### config.mk
export PLATFORM = sky130hd
export DESIGN_NAME = timer_divider_with_reload_irq
export DESIGN_NICKNAME = d
export VERILOG_FILES = /design/src/design/tdr_pkg.sv /design/src/design/tdr_countdown.sv /design/src/design/tdr_core.sv /design/src/design/timer_divider_with_reload_irq.sv
export VERILOG_INCLUDE_DIRS = /design/src /design/src/design
export SDC_FILE = /design/constraint.sdc
export NUM_CORES = 1
export LEC_CHECK = 0
export BUFFER_PORTS_ARGS = -buffer_cell sky130_fd_sc_hd__buf_2
export CAP_MARGIN = 20
export CORE_ASPECT_RATIO = 0.6
export CORE_MARGIN = 3
export CORE_UTILIZATION = 62
export CTS_BUF_LIST = sky130_fd_sc_hd__clkbuf_8
export DETAILED_ROUTE_END_ITERATION = 10
export HOLD_SLACK_MARGIN = 0.06
export PLACE_DENSITY = 0.82
export SKIP_CTS_REPAIR_TIMING = 1
export SLEW_MARGIN = 25
export SYNTH_ARGS = -nofsm -noshare
export SYNTH_HDL_FRONTEND = slang
export SYNTH_SLANG_ARGS = --single-unit
### constraint.sdc
create_clock -name clock -period 5.33 [get_ports clock]
set_clock_uncertainty 0.05 [all_clocks]
set_input_delay 0.2665 -clock clock [delete_from_list [all_inputs] [get_ports clock]]
set_output_delay 0.2665 -clock clock [all_outputs]
set_load 0.05 [all_outputs]
### src/design/timer_divider_with_reload_irq_assert.svh
// Assertion macros shared by the timer RTL files.
// Depends on nothing; included by the modules that carry assertions.
`ifndef TIMER_DIVIDER_WITH_RELOAD_IRQ_ASSERT_SVH
`define TIMER_DIVIDER_WITH_RELOAD_IRQ_ASSERT_SVH

// Same-cycle implication, checked on every rising clock edge outside reset.
`define TDR_ASSERT_IMP(label, clk, rst, pre, post) \
   label: assert property (@(posedge clk) disable iff (rst) (pre) |-> (post)) \
      else $error("timer assertion failed: same-cycle implication");

// Next-cycle implication, checked on every rising clock edge outside reset.
`define TDR_ASSERT_NXT(label, clk, rst, pre, post) \
   label: assert property (@(posedge clk) disable iff (rst) (pre) |=> (post)) \
      else $error("timer assertion failed: next-cycle implication");

`endif

### src/design/tdr_pkg.sv
// Types, codes and helper functions of the timer with divider and reload.
// Depends on nothing; used by every module of the block.
package tdr_pkg;

   // Operation codes of an input word.
   localparam logic [1:0] FUNC_ADVANCE = 2'd0;
   localparam logic [1:0] FUNC_READ    = 2'd1;
   localparam logic [1:0] FUNC_WRITE   = 2'd2;

   // Timer register selects.
   localparam logic [1:0] REG_DIVIDER = 2'd0;
   localparam logic [1:0] REG_COUNTER = 2'd1;
   localparam logic [1:0] REG_MODULO  = 2'd2;
   localparam logic [1:0] REG_CONTROL = 2'd3;

   // Configuration register indexes (byte address bit 2).
   localparam logic CSR_TICK_PERIOD = 1'b0;
   localparam logic CSR_DIV_PERIOD  = 1'b1;

   localparam logic [11:0] TICK_PERIOD_RESET = 12'd286;
   localparam logic [19:0] DIV_PERIOD_RESET  = 20'd73216;

   localparam logic [7:0] COUNT_WRAP     = 8'hFF;
   localparam int unsigned CTRL_ENABLE_BIT = 2;

   typedef struct packed {
      logic [1:0]  func;
      logic [1:0]  reg_sel;
      logic [7:0]  write_data;
      logic [15:0] elapsed;
      logic        irq_blocked;
   } req_type;

   typedef struct packed {
      logic [7:0] read_data;
      logic       irq_request;
   } rsp_type;

   typedef struct packed {
      logic [11:0] tick_period;
      logic [19:0] div_period;
   } cfg_type;

   // Timer period for a control write: tick period times 1024, 16, 64 or 256.
   function automatic logic [21:0] timer_period_of(input logic [11:0] tick,
                                                   input logic [1:0]  rate);
      logic [21:0] base;
      base = {10'd0, tick};
      case (rate)
         2'd0:    timer_period_of = base << 10;
         2'd1:    timer_period_of = base << 4;
         2'd2:    timer_period_of = base << 6;
         2'd3:    timer_period_of = base << 8;
         default: timer_period_of = base << 10;
      endcase
   endfunction

endpackage

### src/design/tdr_countdown.sv
// One down-counter step: subtract elapsed time, add one period back on
// underflow and saturate to 24-bit signed range. Depends on tdr_pkg.
module tdr_countdown
   import tdr_pkg::*;
(
   input  logic signed [23:0] remaining,
   input  logic        [15:0] elapsed,
   input  logic        [21:0] period,
   output logic signed [23:0] remaining_next,
   output logic               wrapped
);

   logic signed [25:0] diff;
   logic signed [25:0] sum;

   always_comb begin
      diff    = {{2{remaining[23]}}, remaining} - $signed({10'd0, elapsed});
      wrapped = diff[25];
      sum     = wrapped ? diff + $signed({4'd0, period}) : diff;
      if (sum[25:23] == 3'b000 || sum[25:23] == 3'b111) begin
         remaining_next = sum[23:0];
      end else if (sum[25]) begin
         remaining_next = {1'b1, 23'd0};
      end else begin
         remaining_next = {1'b0, {23{1'b1}}};
      end
   end

endmodule

### src/design/tdr_core.sv
// Timer state and its next-state logic for one word per cycle in which step is high.
// Depends on tdr_pkg, tdr_countdown and the assertion macro header.
`include "timer_divider_with_reload_irq_assert.svh"

module tdr_core
   import tdr_pkg::*;
(
   input  logic    clock,
   input  logic    reset,
   input  logic    step,
   input  req_type item,
   input  cfg_type cfg,
   output rsp_type result
);

   logic [7:0]         divider_byte_ff, divider_byte_in;
   logic signed [23:0] divider_rem_ff, divider_rem_in;
   logic [7:0]         count_byte_ff, count_byte_in;
   logic [7:0]         modulo_byte_ff, modulo_byte_in;
   logic [7:0]         control_byte_ff, control_byte_in;
   logic [21:0]        timer_period_ff, timer_period_in;
   logic               timer_enabled_ff, timer_enabled_in;
   logic signed [23:0] timer_rem_ff, timer_rem_in;
   logic               irq_pending_ff, irq_pending_in;

   logic signed [23:0] div_rem_next, tmr_rem_next;
   logic               div_wrap, tmr_wrap;

   tdr_countdown u_div_cd (
      .remaining      (divider_rem_ff),
      .elapsed        (item.elapsed),
      .period         ({2'd0, cfg.div_period}),
      .remaining_next (div_rem_next),
      .wrapped        (div_wrap)
   );

   tdr_countdown u_tmr_cd (
      .remaining      (timer_rem_ff),
      .elapsed        (item.elapsed),
      .period         (timer_period_ff),
      .remaining_next (tmr_rem_next),
      .wrapped        (tmr_wrap)
   );

   always_comb begin
      logic pending;
      divider_byte_in  = divider_byte_ff;
      divider_rem_in   = divider_rem_ff;
      count_byte_in    = count_byte_ff;
      modulo_byte_in   = modulo_byte_ff;
      control_byte_in  = control_byte_ff;
      timer_period_in  = timer_period_ff;
      timer_enabled_in = timer_enabled_ff;
      timer_rem_in     = timer_rem_ff;
      pending          = irq_pending_ff;
      irq_pending_in   = irq_pending_ff;
      result           = '0;
      case (item.func)
         FUNC_ADVANCE: begin
            if (cfg.div_period != 20'd0) begin
               divider_rem_in = div_rem_next;
               if (div_wrap) begin
                  divider_byte_in = divider_byte_ff + 8'd1;
               end
            end
            if (timer_enabled_ff && timer_period_ff != 22'd0) begin
               timer_rem_in = tmr_rem_next;
               if (tmr_wrap) begin
                  if (count_byte_ff == COUNT_WRAP) begin
                     count_byte_in = modulo_byte_ff;
                     pending       = 1'b1;
                  end else begin
                     count_byte_in = count_byte_ff + 8'd1;
                  end
               end
            end
            if (!item.irq_blocked && pending) begin
               pending            = 1'b0;
               result.irq_request = 1'b1;
            end
            irq_pending_in = pending;
         end
         FUNC_READ: begin
            case (item.reg_sel)
               REG_DIVIDER: result.read_data = divider_byte_ff;
               REG_COUNTER: result.read_data = count_byte_ff;
               REG_MODULO:  result.read_data = modulo_byte_ff;
               default:     result.read_data = control_byte_ff;
            endcase
         end
         FUNC_WRITE: begin
            case (item.reg_sel)
               REG_DIVIDER: divider_byte_in = 8'd0;
               REG_COUNTER: count_byte_in   = item.write_data;
               REG_MODULO:  modulo_byte_in  = item.write_data;
               default: begin
                  control_byte_in  = item.write_data;
                  timer_period_in  = timer_period_of(cfg.tick_period,
                                                     item.write_data[1:0]);
                  timer_enabled_in = item.write_data[CTRL_ENABLE_BIT];
               end
            endcase
         end
         default: begin
            result = '0;
         end
      endcase
   end

   always_ff @(posedge clock) begin
      if (reset) begin
         divider_byte_ff  <= '0;
         divider_rem_ff   <= '0;
         count_byte_ff    <= '0;
         modulo_byte_ff   <= '0;
         control_byte_ff  <= '0;
         timer_period_ff  <= '0;
         timer_enabled_ff <= 1'b0;
         timer_rem_ff     <= '0;
         irq_pending_ff   <= 1'b0;
      end else if (step) begin
         divider_byte_ff  <= divider_byte_in;
         divider_rem_ff   <= divider_rem_in;
         count_byte_ff    <= count_byte_in;
         modulo_byte_ff   <= modulo_byte_in;
         control_byte_ff  <= control_byte_in;
         timer_period_ff  <= timer_period_in;
         timer_enabled_ff <= timer_enabled_in;
         timer_rem_ff     <= timer_rem_in;
         irq_pending_ff   <= irq_pending_in;
      end
   end

   // A divider write always leaves the divider byte at zero.
   `TDR_ASSERT_NXT(a_div_clear, clock, reset,
      step && item.func == FUNC_WRITE && item.reg_sel == REG_DIVIDER,
      divider_byte_ff == 8'd0)
   // A delivered request is no longer pending afterwards.
   `TDR_ASSERT_NXT(a_irq_clear, clock, reset,
      step && result.irq_request, !irq_pending_ff)
   // A stopped timer never moves its down-counter.
   `TDR_ASSERT_NXT(a_tmr_hold, clock, reset,
      !timer_enabled_ff, $stable(timer_rem_ff))

endmodule

### src/design/timer_divider_with_reload_irq.sv
// Timer with free-running divider, reload counter and interrupt request:
// each word on the req_ channel is a time advance, a timer register read or a
// timer register write, and produces exactly one word on the rsp_ channel. The
// block takes one word per clock cycle when the result side keeps up. A word
// is captured in an input register and processed, once the result register is
// free or being emptied, by a single pass of subtract, add-back and saturate
// logic. Its result is loaded into the result register at the end of that
// cycle, which raises rsp_valid. The input register and the result register
// each hold one word; when the result is not taken, processing stops and the
// input register fills, after which req_ready drops. The APB-style port holds
// the tick period (address 0) and the divider period (address 4); write them
// only while no word is in flight.
// Depends on tdr_pkg, tdr_core and the assertion macro header.
`include "timer_divider_with_reload_irq_assert.svh"

module timer_divider_with_reload_irq
   import tdr_pkg::*;
(
   input  logic        clock,
   input  logic        reset,

   input  logic        req_valid,
   output logic        req_ready,
   input  req_type     req_data,

   output logic        rsp_valid,
   input  logic        rsp_ready,
   output rsp_type     rsp_data,

   input  logic        psel,
   input  logic        penable,
   input  logic        pwrite,
   input  logic [2:0]  paddr,
   input  logic [31:0] pwdata,
   output logic [31:0] prdata,
   output logic        pready
);

   // Configuration registers.
   logic [11:0] tick_period_ff;
   logic [19:0] div_period_ff;
   cfg_type     cfg;

   // Input register: one word waiting to be processed.
   req_type     in_word_ff;
   logic        in_valid_ff;

   // Result register: one finished word waiting to be taken.
   rsp_type     out_word_ff;
   logic        out_valid_ff;

   rsp_type     core_result;
   logic        step;
   logic        req_fire;
   logic        csr_write;

   // The word in the input register is processed whenever the result
   // register is empty or is being emptied in this same cycle.
   assign step      = in_valid_ff && (!out_valid_ff || rsp_ready);
   assign req_ready = !in_valid_ff || step;
   assign req_fire  = req_valid && req_ready;

   assign rsp_valid = out_valid_ff;
   assign rsp_data  = out_word_ff;

   always_ff @(posedge clock) begin
      if (reset) begin
         in_valid_ff  <= 1'b0;
         out_valid_ff <= 1'b0;
      end else begin
         if (req_fire) begin
            in_valid_ff <= 1'b1;
         end else if (step) begin
            in_valid_ff <= 1'b0;
         end
         if (step) begin
            out_valid_ff <= 1'b1;
         end else if (rsp_ready) begin
            out_valid_ff <= 1'b0;
         end
      end
   end

   always_ff @(posedge clock) begin
      if (req_fire) begin
         in_word_ff <= req_data;
      end
      if (step) begin
         out_word_ff <= core_result;
      end
   end

   assign cfg.tick_period = tick_period_ff;
   assign cfg.div_period  = div_period_ff;

   tdr_core u_core (
      .clock  (clock),
      .reset  (reset),
      .step   (step),
      .item   (in_word_ff),
      .cfg    (cfg),
      .result (core_result)
   );

   // Configuration port: zero wait states, register picked by address bit 2.
   assign pready    = 1'b1;
   assign csr_write = psel && penable && pwrite;

   always_ff @(posedge clock) begin
      if (reset) begin
         tick_period_ff <= TICK_PERIOD_RESET;
         div_period_ff  <= DIV_PERIOD_RESET;
      end else if (csr_write) begin
         case (paddr[2])
            CSR_TICK_PERIOD: tick_period_ff <= pwdata[11:0];
            CSR_DIV_PERIOD:  div_period_ff  <= pwdata[19:0];
            default:         tick_period_ff <= tick_period_ff;
         endcase
      end
   end

   always_comb begin
      case (paddr[2])
         CSR_TICK_PERIOD: prdata = {20'd0, tick_period_ff};
         CSR_DIV_PERIOD:  prdata = {12'd0, div_period_ff};
         default:         prdata = '0;
      endcase
   end

   // An accepted word always lands in the input register.
   `TDR_ASSERT_NXT(a_in_load, clock, reset, req_fire, in_valid_ff)
   // Processing a word always fills the result register.
   `TDR_ASSERT_NXT(a_out_load, clock, reset, step, out_valid_ff)
   // A word never carries both read data and an interrupt request.
   `TDR_ASSERT_IMP(a_rsp_excl, clock, reset,
      rsp_valid && rsp_data.irq_request, rsp_data.read_data == 8'd0)

endmodule

==> results.md <==
Clocking:
- The clock reaches the later pin of the worst-skew pair after 0.49 ns.
- The tree is rooted in a sky130_fd_sc_hd__clkbuf_8.
- Clock tree synthesis found a total of 171 sinks.
- The worst-case clock buffer depth is 2.
- The clock edge transition at the registers on the reported setup and hold paths is roughly 0.10 ns.
- In this run the number of H-tree levels came out at 4.
- The number of buffers inserted during clock tree synthesis is 17.
- The CTS tree is done.

Drt:
- The first detailed-routing pass took 5 iterations.
- Dividing the detail-routed via count by the number of cells gives 6.25.
- The final layout contains routed wiring with a total length of roughly 33 mm.
- The remaining design rule violation count is 0.
- The first-iteration detailed-routing DRC count is roughly 1200.
- Detailed routing inserted a total of 10900 vias.
- The count of nets left with antenna violations once routing finished came out at 0.
- The met1 wire length is 15.2 mm.
- After detailed routing, the average wire length per cell comes to between 15 and 20 microns.
- The routed design uses 3.35 mm of met3 wire.
- In this run the top signal layer used is met4.
- The total met2 wirelength after detailed routing is 13.6 mm.

Die:
- The vertical extent of the die is 112 microns.
- The full die area is 20300 sq um.
- The floorplan step set the die width to 182 microns.
- After floorplanning, the core was divided into 37 placement rows.
- The initial utilization of the core area, before any placement, comes to 65.2%.
- The core area is 17700 sq um.
- For this design the top-level I/O count stands at around 120.

Final layout:
- The share of post-route cells with drive strength above 1 is between 10 and 15%.
- In the layout the commonest cells are sky130_fd_sc_hd__nand2_1, sky130_fd_sc_hd__nor2_1, sky130_fd_sc_hd__dfxtp_1, sky130_fd_sc_hd__a21oi_1, sky130_fd_sc_hd__buf_2.
- The count of antenna diodes in the layout is 0.
- The non-filler instance count after layout is 1736.
- The finished layout cell area is 13200 sq um.
- The library cell used most frequently in the layout, excluding fill and tap cells, is sky130_fd_sc_hd__nand2_1.
- The area growth from synthesis to layout is 14.5%.
- The number of nets in the finished design is 1639.

Yosys:
- Synthesis instantiated 74 different standard cells from the library.
- The number of synthesized flops with an enable pin is 38.
- Summing the sequential cell areas from Yosys gives 33.0% of the chip area.
- For this run, the leading register cell type out of synthesis is sky130_fd_sc_hd__dfxtp_1.
- The number of instances in the synthesized netlist is ~1400.
- The Yosys step of the flow raised 0 warnings.
- Each instance of the synthesized netlist takes up on average ~8.5 sq um.
- Synthesis inferred 171 register bits.
- The cell area that synthesis handed to floorplanning was 11500 sq um.
- The share of flip-flops with an asynchronous set or reset after synthesis is 0%.

Timing:
- The number of failing hold endpoints at the final stage is 0.
- The final sum of negative setup slack is 0 ns.
- The minimum clock period after layout is ~5.2 ns.
- Timing would allow up to 0.194 GHz.
- The final number of max-transition violations is 0.
- The portion of the clock cycle consumed by the worst path in the final layout is 96.7%.
- The worst hold slack is 0.0677 ns.
- The final count of negative-setup-slack endpoints is 0.
- The worst pin sits at a relative slew slack of between 30% and 40%.
- For the pin with the worst max-slew slack, the measured transition is 0.975 ns.

Setup path:
- The worst-path cell with the longest stage delay is sky130_fd_sc_hd__edfxtp_1.
- The critical path goes through inv_1, ha_2, nor2b_1, o31a_1, o21ai_0, nand2b_1, a31o_2, a21o_1, a21oi_2, xnor2_1, ha_1, and2_1, a221o_1, a32o_2, a21oi_2, o221ai_1, a31oi_2, nand2_1, nor4b_2, a2111o_1, clkbuf_16, o211ai_2.
- The cell count of the worst reg-to-reg path is 22.
- The critical path data required time is 5.65 ns.
- In this design, the stage delay of the slowest critical-path cell is 0.38 ns.
- The internal reg-to-reg setup slack is ~0.17 ns.
- The startpoint of the worst-slack reg-to-reg timing path is in_word_ff[3]$_DFFE_PP_.
- The worst reg2reg path endpoint is u_core.divider_rem_ff[4]$_SDFFE_PP0P_.
- The cell that appears most often on the critical path is sky130_fd_sc_hd__a21oi_2.
- Of all nets on the critical path, the largest fanout is 10.
- The critical path capture point type is a flip-flop.
- For the worst setup path, the data arrival time is roughly 5.5 ns.
- The worst setup path category is reg -> reg.
- STA classifies the critical path startpoint as a flip-flop.

Place:
- In this run, placement finished with an instance count of approximately 1600.
- Input and output buffers added on the ports amount to 87.
- The HPWL after detailed placement is 23.4 mm.
- The placed instance area is 12200 sq um.
- The final weighted congestion of routability-driven global placement is 0.930.

Pwr:
- For this design the ratio of total power to cell area is 329 nW/um^2.
- The static leakage is 5.66 nW.
- The worst-case IR drop observed on VDD is between 0.0002 and 0.0003 V.
- The total power after layout is 4.34 mW.
- Summed over all nets, the switching power comes to 1.74 mW.
- In this run, flip-flops and latches consume 33.7% of the power.
- The internal power of the cells totals 2.60 mW.
- In this run, the combinational gates consume 43.4% of the power.
- The part of the power in the clock network is approximately 23%.
- Net switching is around 40% of the power.

Global route:
- The first global-routing pass estimated roughly 50 mm of wire.
- Entering global routing, the biggest net connects 57 pins.
- The number of antenna violations at the first check in global routing is 0.
- The number of global-route vias before repair was ~9400.
- Global routing consumed, over all layers together, 30.7% of the routing resources.
- The residual overflow from global routing is 0.

Hold path:
- The type of the tightest min-delay check is in -> reg.
- The endpoint of the worst hold path is rsp_valid$_SDFFE_PP0P_.
- Counting instances, the worst hold path has a depth of 4.
- The worst hold path begins at rsp_ready.

Outcome:
- The flow ran to the end, and the final reports show no timing, DRC or antenna violations.

Job:
- The max-cap violation count is 0.
## critical path: cells and delay by family (launching register included)
kind | cells | cell delay (ns)
xor+xnor | 1 | 0.18
simple gates | 5 | 0.80
flops | 1 | 0.38
compound gates | 12 | 2.64
fa+ha+maj | 2 | 0.64
buf+inv | 2 | 0.34
## cells in the mapped netlist (5+ instances only)
| cell | n | share of area (%) |
|---|---|---|
| sky130_fd_sc_hd__o21a_1 | 9 | 0.59 |
| sky130_fd_sc_hd__ha_1 | 75 | 8.1 |
| sky130_fd_sc_hd__nand2b_1 | 19 | 1.0 |
| sky130_fd_sc_hd__dfxtp_1 | 133 | 23 |
| sky130_fd_sc_hd__or3_1 | 6 | 0.33 |
| sky130_fd_sc_hd__nor2_1 | 140 | 4.6 |
| sky130_fd_sc_hd__o21bai_1 | 7 | 0.46 |
| sky130_fd_sc_hd__nor4_1 | 11 | 0.60 |
| sky130_fd_sc_hd__buf_1 | 6 | 0.20 |
| sky130_fd_sc_hd__mux2i_1 | 30 | 2.6 |
| sky130_fd_sc_hd__nand3b_1 | 16 | 1.0 |
| sky130_fd_sc_hd__and3_1 | 6 | 0.33 |
| sky130_fd_sc_hd__nor3_1 | 24 | 1.0 |
| sky130_fd_sc_hd__o21ai_0 | 57 | 2.5 |
| sky130_fd_sc_hd__a21o_1 | 26 | 1.7 |
| sky130_fd_sc_hd__a21oi_1 | 113 | 4.9 |
| sky130_fd_sc_hd__mux2_2 | 16 | 1.6 |
| sky130_fd_sc_hd__inv_1 | 38 | 1.2 |
| sky130_fd_sc_hd__nand2_1 | 200 | 6.5 |
| sky130_fd_sc_hd__a211oi_1 | 31 | 2.0 |
| sky130_fd_sc_hd__nand3_1 | 26 | 1.1 |
| sky130_fd_sc_hd__o211ai_2 | 20 | 2.2 |
| sky130_fd_sc_hd__or2_2 | 5 | 0.27 |
| sky130_fd_sc_hd__buf_4 | 15 | 0.98 |
| sky130_fd_sc_hd__nor2b_1 | 21 | 1.1 |
| sky130_fd_sc_hd__edfxtp_1 | 38 | 9.9 |
| sky130_fd_sc_hd__and2_1 | 20 | 1.1 |
| sky130_fd_sc_hd__o211ai_1 | 9 | 0.59 |
| sky130_fd_sc_hd__nand4_1 | 7 | 0.38 |
| sky130_fd_sc_hd__a31oi_1 | 8 | 0.43 |
| sky130_fd_sc_hd__a311oi_1 | 11 | 0.83 |
| sky130_fd_sc_hd__mux4_2 | 14 | 2.7 |
| sky130_fd_sc_hd__clkbuf_1 | 44 | 1.4 |
| sky130_fd_sc_hd__xor2_1 | 28 | 2.1 |
| sky130_fd_sc_hd__xnor2_1 | 49 | 3.7 |
| sky130_fd_sc_hd__a211o_1 | 6 | 0.46 |
## worst max path at each step
| stage | to | from | cells after the start |
|---|---|---|---|
| 2_1_floorplan | u_core.timer_rem_ff[20]$_SDFFE_PP0P_ | in_word_ff[10]$_DFFE_PP_ | 20 |
| 3_3_place_gp | u_core.divider_rem_ff[5]$_SDFFE_PP0P_ | in_word_ff[3]$_DFFE_PP_ | 22 |
| 3_5_place_dp | u_core.divider_rem_ff[5]$_SDFFE_PP0P_ | in_word_ff[3]$_DFFE_PP_ | 22 |
| 4_1_cts | u_core.divider_rem_ff[5]$_SDFFE_PP0P_ | in_word_ff[3]$_DFFE_PP_ | 22 |
| 5_1_grt | u_core.divider_rem_ff[9]$_SDFFE_PP0P_ | in_word_ff[3]$_DFFE_PP_ | 22 |
| 6_report | u_core.divider_rem_ff[4]$_SDFFE_PP0P_ | in_word_ff[3]$_DFFE_PP_ | 22 |
## per-layer routing
| metal | up-vias | GRT usage (%) |
|---|---|---|
| met2 | 563 | 42.7 |
| met3 | 41 | 6.40 |
| li1 | 5163 | - |
| met1 | 5086 | 48.5 |
| met4 | 0 | 7.15 |
| met5 | - | 0 |
## metrics by stage
step	utilization (%)	worst slack (ns)
2_1_floorplan	-	0.681
3_3_place_gp	68.9	0.216
3_5_place_dp	68.9	0.0231
4_1_cts	71.3	-0.0234
5_1_grt	74.7	-0.0244
6_report	74.7	0.173
## state kept, by name (all words and copies together), names as in the netlist
register and cells:
rsp_data 9, u_core.control_byte_ff 8, u_core.timer_period_ff 18, u_core.divider_byte_ff 8
u_core.count_byte_ff 8, in_word_ff 29, tick_period_ff 12, u_core.timer_rem_ff 24
div_period_ff 20, u_core.divider_rem_ff 24, rsp_valid 1, u_core.irq_pending_ff 1
u_core.modulo_byte_ff 8, in_valid_ff 1
## kinds of logic after synthesis
| group | after synthesis | share of synthesized area, % |
|---|---|---|
| AOI/OAI and AO/OA | 347 | 20.4 |
| xor gates and xnor gates | 77 | 5.84 |
| adders and majority gates | 79 | 8.83 |
| buffers and inverters | 108 | 4.22 |
| DFF | 171 | 33.0 |
| muxes | 60 | 6.90 |
| other | 2 | 0.0651 |
| and+or+nand+nor | 520 | 20.8 |
## power by group through the flow
stage | Clock [mW] | Combinational [mW] | Sequential (mW)
5_1_grt | 1.05 | 2.05 | 1.47
3_3_place_gp | 0 | 1.69 | 1.49
2_1_floorplan | 0 | 1.36 | 1.47
4_1_cts | 0.995 | 1.76 | 1.46
3_5_place_dp | 0 | 1.74 | 1.49
6_report | 0.992 | 1.89 | 1.46
## layout make-up
cell class | count | area (sq um)
tap | 234 | 293
clock inverter | 13 | 155
fill | 1344 | 4470
sequential | 171 | 3800
clock buffer | 19 | 262
inverter | 38 | 143
multi-input combinational | 1096 | 7340
timing repair buffer | 165 | 1220
(Power assumes the default switching activity.)
